**config.mk**
```make
export PLATFORM = sky130hd
export DESIGN_NAME = icp_dec
export DESIGN_NICKNAME = d
export VERILOG_FILES = /design/src/sv/intcode_processor_step_defines.svh /design/src/sv/icp_pkg.sv /design/src/sv/icp_dec.sv
export SDC_FILE = /design/constraint.sdc
export NUM_CORES = 1
export LEC_CHECK = 0
export BUFFER_PORTS_ARGS = -buffer_cell sky130_fd_sc_hd__buf_2
export CORE_UTILIZATION = 49
export DETAILED_ROUTE_END_ITERATION = 10
export PLACE_DENSITY = 0.66
export SETUP_SLACK_MARGIN = 0.1
export SYNTH_ARGS = -nofsm -noshare
export SYNTH_HDL_FRONTEND = slang
export SYNTH_SLANG_ARGS = --single-unit
export TNS_END_PERCENT = 100
```
**constraint.sdc**
```tcl
create_clock -name clk -period 29.6 [get_ports clk]
set_input_delay 5.92 -clock clk [delete_from_list [all_inputs] [get_ports clk]]
set_output_delay 5.92 -clock clk [all_outputs]
set_load 0.02 [all_outputs]
```
**src/sv/intcode_processor_step_defines.svh**
```systemverilog
// assertion macros for the intcode processor step block
// expects clk and arst_n in the scope of each use
`ifndef INTCODE_PROCESSOR_STEP_DEFINES_SVH
`define INTCODE_PROCESSOR_STEP_DEFINES_SVH

// same-cycle implication
`define ICP_ASSERT_IMP(lbl, ante, cons) \
lbl: assert property (@(posedge clk) disable iff (!arst_n) (ante) |-> (cons)) \
	else $error("icp check failed");

// next-cycle implication
`define ICP_ASSERT_NXT(lbl, ante, cons) \
lbl: assert property (@(posedge clk) disable iff (!arst_n) (ante) |=> (cons)) \
	else $error("icp check failed");

`endif

```
**src/sv/icp_pkg.sv**
```systemverilog
// shared types, codes and constants of the intcode processor step block
// no dependencies
package icp_pkg;

	localparam int MEM_DEPTH   = 4096;
	localparam int QUEUE_DEPTH = 16;
	localparam int AW          = $clog2(MEM_DEPTH);
	localparam int QW          = $clog2(QUEUE_DEPTH);
	localparam int CW          = $clog2(QUEUE_DEPTH + 1);
	localparam int WORD_W      = 64;
	localparam int ADDR_W      = 12;

	localparam int             DEC_MOD      = 100000;
	localparam logic [17:0]    RECIP_100    = 18'd167773;
	localparam int             RECIP_100_SH = 24;
	localparam logic [7:0]     RECIP_10     = 8'd205;
	localparam int             RECIP_10_SH  = 11;
	localparam logic [16:0]    DEC_100      = 17'd100;
	localparam logic [9:0]     DEC_10       = 10'd10;

	localparam logic [6:0] OPC_ADD  = 7'd1;
	localparam logic [6:0] OPC_MUL  = 7'd2;
	localparam logic [6:0] OPC_IN   = 7'd3;
	localparam logic [6:0] OPC_OUT  = 7'd4;
	localparam logic [6:0] OPC_JT   = 7'd5;
	localparam logic [6:0] OPC_JF   = 7'd6;
	localparam logic [6:0] OPC_LT   = 7'd7;
	localparam logic [6:0] OPC_EQ   = 7'd8;
	localparam logic [6:0] OPC_RB   = 7'd9;
	localparam logic [6:0] OPC_HALT = 7'd99;

	localparam logic [3:0] PM_POS = 4'd0;
	localparam logic [3:0] PM_IMM = 4'd1;
	localparam logic [3:0] PM_REL = 4'd2;

	typedef enum logic [1:0] {
		REQ_LOAD, REQ_PUSH, REQ_EXEC, REQ_RESTART
	} req_t;

	typedef enum logic [2:0] {
		ST_OK, ST_WAIT, ST_HALT, ST_BAD, ST_RANGE, ST_FULL
	} status_t;

	typedef enum logic [3:0] {
		OP_ADD, OP_MUL, OP_IN, OP_OUT, OP_JT, OP_JF, OP_LT, OP_EQ, OP_RB, OP_HALT, OP_BAD
	} op_t;

	typedef enum logic [3:0] {
		S_CLEAR, S_IDLE, S_DISPATCH, S_FWAIT, S_DECODE, S_PADDR, S_PWAIT,
		S_OPRD, S_OPWAIT, S_EXEC, S_MUL, S_DONE
	} state_t;

	typedef struct packed {
		op_t        op;
		logic [3:0] md1;
		logic [3:0] md2;
		logic [3:0] md3;
	} dec_t;

	function automatic op_t op_of(logic [6:0] c);
		op_t r;
		unique case (c)
			OPC_ADD:  r = OP_ADD;
			OPC_MUL:  r = OP_MUL;
			OPC_IN:   r = OP_IN;
			OPC_OUT:  r = OP_OUT;
			OPC_JT:   r = OP_JT;
			OPC_JF:   r = OP_JF;
			OPC_LT:   r = OP_LT;
			OPC_EQ:   r = OP_EQ;
			OPC_RB:   r = OP_RB;
			OPC_HALT: r = OP_HALT;
			default:  r = OP_BAD;
		endcase
		return r;
	endfunction

	function automatic logic [1:0] op_nparams(op_t op);
		logic [1:0] n;
		unique case (op)
			OP_ADD, OP_MUL, OP_LT, OP_EQ: n = 2'd3;
			OP_JT, OP_JF:                 n = 2'd2;
			OP_IN, OP_OUT, OP_RB:         n = 2'd1;
			default:                      n = 2'd0;
		endcase
		return n;
	endfunction

	function automatic logic [1:0] op_wparam(op_t op);
		logic [1:0] w;
		unique case (op)
			OP_ADD, OP_MUL, OP_LT, OP_EQ: w = 2'd3;
			OP_IN:                        w = 2'd1;
			default:                      w = 2'd0;
		endcase
		return w;
	endfunction

	function automatic logic [3:0] md_sel(dec_t d, logic [1:0] k);
		logic [3:0] m;
		unique case (k)
			2'd1:    m = d.md1;
			2'd2:    m = d.md2;
			default: m = d.md3;
		endcase
		return m;
	endfunction

	function automatic logic md_bad(logic [3:0] m, logic written);
		return (m > PM_REL) || (written && (m == PM_IMM));
	endfunction

endpackage

```
**src/sv/icp_dec.sv**
```systemverilog
// iterative decimal decoder: opcode and three mode digits of an instruction word
// depends on icp_pkg
module icp_dec (
	input  logic                          clk,
	input  logic                          arst_n,
	input  logic                          start,
	input  logic [icp_pkg::WORD_W-1:0]    word,
	output logic                          done,
	output icp_pkg::dec_t                 dec
);

	localparam int         NSTEP   = icp_pkg::WORD_W / 4;
	localparam logic [4:0] PH_Q100 = 5'(NSTEP);
	localparam logic [4:0] PH_DIG1 = 5'(NSTEP + 1);
	localparam logic [4:0] PH_DIG2 = 5'(NSTEP + 2);

	logic                         busy_q, done_q;
	logic [4:0]                   cnt_q;
	logic [icp_pkg::WORD_W-1:0]   w_q;
	logic [16:0]                  r_q;
	logic                         neg_q;
	logic [9:0]                   q100_q;
	logic [6:0]                   t_q;
	logic [6:0]                   opc_q;
	logic [3:0]                   m1_q;
	icp_pkg::dec_t                dec_q;

	logic [20:0] x;
	logic [3:0]  q;
	logic [34:0] prod_100;
	logic [17:0] prod_t;
	logic [14:0] prod_u;
	logic [6:0]  t_d;
	logic [3:0]  u_d;

	// one hex digit per step, remainder kept below the decimal modulus
	always_comb begin
		x = {r_q, 4'b0} + 21'(w_q[icp_pkg::WORD_W-1 -: 4]);
		q = '0;
		for (int i = 1; i < 16; i++) begin
			if (x >= 21'(i * icp_pkg::DEC_MOD)) begin
				q = q + 4'd1;
			end
		end
		prod_100 = 35'(r_q) * 35'(icp_pkg::RECIP_100);
		prod_t   = 18'(q100_q) * 18'(icp_pkg::RECIP_10);
		t_d      = 7'(prod_t >> icp_pkg::RECIP_10_SH);
		prod_u   = 15'(t_q) * 15'(icp_pkg::RECIP_10);
		u_d      = 4'(prod_u >> icp_pkg::RECIP_10_SH);
	end

	always_ff @(posedge clk or negedge arst_n) begin
		if (!arst_n) begin
			busy_q <= 1'b0;
			cnt_q  <= '0;
			done_q <= 1'b0;
		end else begin
			done_q <= busy_q && (cnt_q == PH_DIG2);
			if (start) begin
				busy_q <= 1'b1;
				cnt_q  <= '0;
			end else if (busy_q) begin
				if (cnt_q == PH_DIG2) begin
					busy_q <= 1'b0;
				end
				cnt_q <= cnt_q + 5'd1;
			end
		end
	end

	always_ff @(posedge clk) begin
		if (start) begin
			w_q   <= word;
			r_q   <= '0;
			neg_q <= word[icp_pkg::WORD_W-1];
		end else if (busy_q) begin
			if (cnt_q < PH_Q100) begin
				r_q <= 17'(x - 21'(q) * 21'(icp_pkg::DEC_MOD));
				w_q <= w_q << 4;
			end else if (cnt_q == PH_Q100) begin
				q100_q <= 10'(prod_100 >> icp_pkg::RECIP_100_SH);
			end else if (cnt_q == PH_DIG1) begin
				opc_q <= 7'(r_q - 17'(q100_q) * icp_pkg::DEC_100);
				t_q   <= t_d;
				m1_q  <= 4'(q100_q - 10'(t_d) * icp_pkg::DEC_10);
			end else begin
				dec_q.op  <= neg_q ? icp_pkg::OP_BAD : icp_pkg::op_of(opc_q);
				dec_q.md1 <= m1_q;
				dec_q.md2 <= 4'(t_q - 7'(u_d) * 7'(icp_pkg::DEC_10));
				dec_q.md3 <= u_d;
			end
		end
	end

	assign done = done_q;
	assign dec  = dec_q;

endmodule
```
# --- After elaboration in Yosys (flattened, before gate mapping) ---
# Cells that the tools add are included.
word_totals:
  output_inout_bits: 17
  register_bits: 133
  input_bits: 67
classes:
  magnitude_cmp: 16
  n_mux: 24
  reduce_logical: 8
  eq_ne: 13
  n_mul: 7
  bitwise_logic: 4
  addsub: 20
op_table:
  columns: ["op", "count"]
  rows:
  - ["$mux 64", 3]
  - ["$ge 21x20->1 const B", 5]
  - ["$ge 21x21->1 const B", 5]
  - ["$ge 21x19->1 const B", 3]
  - ["$add 4x1->4 const B", 14]
  - ["$mux 4", 14]
  - ["$pmux 4 s10", 1]
  - ["$mul 17x18->34 const B", 1]
  - ["$eq 7x3->1 const B", 4]
  - ["$add 21x4->21", 1]
  - ["$ge 21x17->1 const B", 1]
  - ["$ge 21x18->1 const B", 1]
  - ["$mul 10x8->18 const B", 1]
  - ["$sub 17x17->17", 1]
  - ["$eq 5x5->1 const B", 3]
  - ["$mul 7x8->15 const B", 1]
  - ["$eq 7x2->1 const B", 2]
  - ["$eq 7x4->1 const B", 2]
  - ["$mul 4x12->12 const B", 1]
  - ["$mul 10x5->5 const B", 1]
  - ["$mux 5", 2]
  - ["$reduce_and 5->1", 2]
  - ["$sub 4x4->4", 2]
  - ["$eq 7x1->1 const B", 1]
  - ["other kinds (12)", 20]

# --- Depth between registers and ports, before layout ---
depth:
  ltp_word: 33
  depth_mapped: 63
  ltp_nobuf: 63

# --- Least setup slack after synthesis ---
# OpenSTA, ideal clock, no wires.
synth_path:
  kind: "flip-flop to flip-flop"
  start: "register r_q[6]"
  end: "register r_q[16]"
  path_slack_ps: 17642
  arrival_time_ps: 11879
  path_stages_with_launch: 61
  cell_sequence: "dfxtp_1 -> ha_1 -> clkbuf_1 -> a21oi_1 -> o211ai_1 -> a21oi_1 -> o21ai_0 -> nand2_1 -> nand2_1 -> inv_1 -> ha_1 -> and2b_4 -> a21oi_2 -> o221ai_2 -> a311oi_4 -> ha_1 -> a21boi_0 -> a31oi_1 -> [25 not listed] -> inv_1 -> ha_1 -> xnor2_1 -> ha_1 -> a21o_1 -> ha_1 -> a21o_1 -> a21oi_1 -> o21bai_1 -> a21oi_1 -> xor2_1 -> ha_1 -> or2_2 -> a21oi_1 -> a21oi_1 -> xnor3_1 -> xnor2_1 -> a211oi_2"
synth_via:
  elab_chain_cells: 33
  word_cells_on_any_way: 47
synth_lines:
  columns: ["element", "line", "text"]
  rows:
  - ["start, declared", "icp_dec.sv:20", "logic [16:0] r_q;"]
  - ["start signal, assigned", "icp_dec.sv:78", "r_q <= 17'(x - 21'(q) * 21'(icp_pkg::DEC_MOD));"]
  - ["$add 21x4->21 *", "icp_dec.sv:38", "x = {r_q, 4'b0} + 21'(w_q[icp_pkg::WORD_W-1 -: 4]);"]
  - ["$ge 21x17->1", "icp_dec.sv:41", "if (x >= 21'(i * icp_pkg::DEC_MOD)) begin"]
  - ["$mux 1", "icp_dec.sv:41", null]
  - ["$add 4x1->4", "icp_dec.sv:42", "q = q + 4'd1;"]
  - ["$mux 4", "icp_dec.sv:41", null]
  - ["$add 4x1->4", "icp_dec.sv:42", null]
  - ["$mux 4", "icp_dec.sv:41", null]
  - ["$add 4x1->4", "icp_dec.sv:42", null]
  - ["[17 not listed]", null, null]
  - ["$add 4x1->4", "icp_dec.sv:42", null]
  - ["$mux 4", "icp_dec.sv:41", null]
  - ["$add 4x1->4", "icp_dec.sv:42", null]
  - ["$mux 4", "icp_dec.sv:41", null]
  - ["$add 4x1->4", "icp_dec.sv:42", null]
  - ["$mux 4", "icp_dec.sv:41", null]
  - ["$mul 4x12->12", "icp_dec.sv:78", null]
  - ["$sub 17x17->17 *", "icp_dec.sv:78", null]
# Every way passes the cells marked *; elsewhere a longest branch is shown, timed or not.
# A chain may end at the register's enable or synchronous reset.

# --- Worst setup path in the final report ---
layout_path:
  start: "register r_q[3]"
  end: "register r_q[16]"
# Same word-level chain as after synthesis.

==> out/metrics.csv <==
stage;metric;value;unit
status;status;complete, no violations;
sta;number of setup violations in the final report;0;
setup_path;Setup crit start kind;register;
placed_design;detailed placement HPWL;29300;µm
cts;postcts setup bufs;0;
cells_and_area;final net count;2115;
cells_and_area;Finished Layout Cells;2060;
cts;Post-CTS Hold Buffers;0;
placed_design;placed insts;2028;
global_routing;initial antenna violation count;0;
sta;Period Utilization, post-route;46.2;%
cells_and_area;Ant. Diodes;0;
logic_synthesis;post-synthesis cell count;1516;
placed_design;GPL Wtd Cong;0.916;
cts;Clock transition at path regs;0.07;ns
detailed_routing;Vias;11100;
logic_synthesis;area share of the largest cell type after synthesis;23.7;%
detailed_routing;DR vias/cell;5.38;
setup_path;Max stage delay on crit path;0.67;ns
cts;Clock Latency Late Sink;0.43;ns
logic_synthesis;YS warnings;0;
placed_design;number of port buffers;83;
setup_path;r2r worst-path depth;61;
logic_synthesis;Synth Area in Compound Gates;9.28;%
global_routing;met2 GRT Util;38.9;%
global_routing;grt ovf;0;
logic_synthesis;main combinational cell family by area after synthesis;adder cells;
cells_and_area;P&R area growth vs syn;9.26;%
setup_path;cell mode on critical path;ha_1;
cts;clock root buffer master;clkbuf_16;
sta;setup_tns;0;ns
cts;CTS tree;built;
cts;Resize count post-CTS;0;
sta;fmax;0.0731;GHz
hold_path;Hold Crit Depth;0;
detailed_routing;# DRC;0;
global_routing;GRT Total Usage;22.9;%
setup_path;Setup crit end kind;register;
cts;TritonCTS Buffers;17;
setup_path;critical path class;register to register;
floorplan;row count;66;
detailed_routing;routed wire length per instance;17.6;µm
sta;Slew Viols, Final;0;
floorplan;I/O pin count;84;
detailed_routing;DRT Wirelength;36300;µm
logic_synthesis;Mapped Area;16100;µm²
logic_synthesis;dominant cell type by area after synthesis;ha_1;
cts;maximum buffer depth of the clock tree;2;
detailed_routing;Iter 0 DRT Violations;648;
floorplan;die area;33700;µm²
sta;Final Hold Fails;0;
logic_synthesis;dominant cells by area after synthesis;ha_1 24%, edfxtp_1 20%, fa_1 17%, inv_1 6.7%, mux2_2 4.5%;
setup_path;Worst Path Arrival;14.03;ns
cells_and_area;# fillers;2832;
hold_path;hold path start;m1_q[3];
sta;Slew @ Worst Pin;0.931;ns
cts;Clock Sinks;133;
logic_synthesis;post-synthesis cell type count;83;
cells_and_area;area of the multi-input gates;11100;µm²
placed_design;Placement Cell Area;17100;µm²
logic_synthesis;Seq cells post-synth;133;
setup_path;flop2flop setup slack;15.93;ns
cells_and_area;share of layout cells above drive strength 1;14.2;%
sta;Fin Clk Skew;0.0181;ns
sta;min cycle time layout;13.67;ns
setup_path;Critical-path top delay cell;dfxtp_1;
logic_synthesis;xor/xnor share of the synthesized area;6.30;%
logic_synthesis;syn_nets;2026;
detailed_routing;Final ANT Viol Nets;0;
global_routing;met1 usage;30.2;%
cells_and_area;final instance area;17600;µm²
setup_path;RR Endpoint;r_q[16];
sta;RSZ-0062 raised after global routing;false;
logic_synthesis;Top FF cell, synth;edfxtp_1;
cells_and_area;final core utilization;54.3;%
hold_path;worst hold path type;register to register;
floorplan;core area;32500;µm²
global_routing;largest net degree at the start of global routing;65;
logic_synthesis;most common cell in the synthesized netlist;ha_1;
logic_synthesis;Synth Area in Simple Gates;7.56;%
cells_and_area;register area;3790;µm²
logic_synthesis;post-synthesis mux area share;4.97;%
setup_path;CP required;29.96;ns
global_routing;first-pass GRT wire length;60100;µm
logic_synthesis;adder-cell area share of the yosys netlist;40.7;%
cts;htree depth;4;
sta;Slew headroom;37.5;%
hold_path;Hold EP;dec[11];
global_routing;GR Util met3;3.45;%
global_routing;vias in the first global route;11500;
setup_path;reg2reg start;r_q[3];
floorplan;Die Ht;184;µm
logic_synthesis;Commonest cells post-synth;306 x ha_1, 288 x inv_1, 137 x fa_1;
logic_synthesis;sequential share of the synthesized area;23.5;%
global_routing;busiest layer in global routing;met2;
detailed_routing;Pre-antenna DRT Iters;5;
logic_synthesis;Post-synth ARST share;5.26;%
run;Max Cap Violations;0;
floorplan;Die X;184;µm
logic_synthesis;syn_area_per_cell;10.6;µm²
logic_synthesis;EDFF count, synth;109;
floorplan;Initial Utilization;49.7;%
setup_path;crit-path max FO;12;
==> cells in the final DEF, fill, tap and decap left out, drive strengths merged, types with 9 or more instances in the layout <==
cell    instances
clkbuf         18
buf            97
nor2           46
a31oi          11
nor2b          10
dfxtp          17
nand4          15
xor2           24
o21ai          36
inv           295
a21o           29
nand3          17
a211oi          9
o21bai         11
a21oi          54
mux2           65
edfxtp        109
fa            137
nand2          69
ha            306
xnor2          66
nor3           21
==> worst max path at each step <==
stage / from / endpoint / slack [ns] / cells after the start
after global routing: r_q[3] / r_q[16] / 14.78 / 61
after detailed placement: r_q[6] / r_q[16] / 15.98 / 59
final: r_q[3] / r_q[16] / 15.93 / 61
after CTS: r_q[6] / r_q[16] / 15.94 / 59
after global placement: r_q[6] / r_q[16] / 16.41 / 59
after floorplan: r_q[6] / r_q[16] / 17.64 / 60
==> flip-flops by register name (all words and copies together), names as in the netlist <==
| name | count |
|---|---|
| t_q | 7 |
| q100_q | 10 |
| m1_q | 4 |
| r_q | 17 |
| dec | 16 |
| opc_q | 7 |
| done | 1 |
| w_q | 64 |
| neg_q | 1 |
| cnt_q | 5 |
| busy_q | 1 |
==> critical path, delay by kind of cell, from the launching register on <==
| kind | cells | cell delay, ns |
|---|---|---|
| AOI/OAI and AO/OA | 24 | 4.76 |
| xor gates and xnor gates | 8 | 1.49 |
| buffers and inverters | 5 | 0.73 |
| and+or+nand+nor | 8 | 1.18 |
| DFF | 1 | 0.67 |
| muxes | 3 | 0.96 |
| adders and majority gates | 13 | 3.80 |
==> cells by family after synthesis <==
| kind of cell | Yosys count |
|---|---|
| AO/OA/AOI/OAI | 218 |
| AND/OR/NAND/NOR | 236 |
| adder cells (fa/ha/maj) | 443 |
| buffers and inverters | 316 |
| XOR/XNOR | 98 |
| flip-flops | 133 |
| multiplexers | 72 |
==> cell type report <==
cell class / instances / share of cell area (%)
Multi-Input combinational cell: 1067 / 63.0
Sequential cell: 133 / 21.5
Inverter: 289 / 6.15
Tap cell: 442 / 3.14
Timing Repair Buffer: 97 / 2.97
Clock buffer: 18 / 2.43
Clock inverter: 14 / 0.816
==> layer usage <==
layer / share of wire (%) / vias to the layer above
li1: - / 5357
met1: 45 / 5406
met2: 48 / 263
met3: 4.2 / 48
met4: 2.4 / 0
met5: 0 / -
==> metrics by stage <==
stage | setup slack, ns | hold WS [ns]
floorplan | 17.64 | 0.400
global route | 14.78 | 0.436
finish | 15.93 | 0.419
detailed placement | 15.98 | 0.406
CTS | 15.94 | 0.421
global placement | 16.41 | 0.401
Power is not shown: default switching activity piles up to over one toggle a cycle in this logic, so the estimate is an artifact.
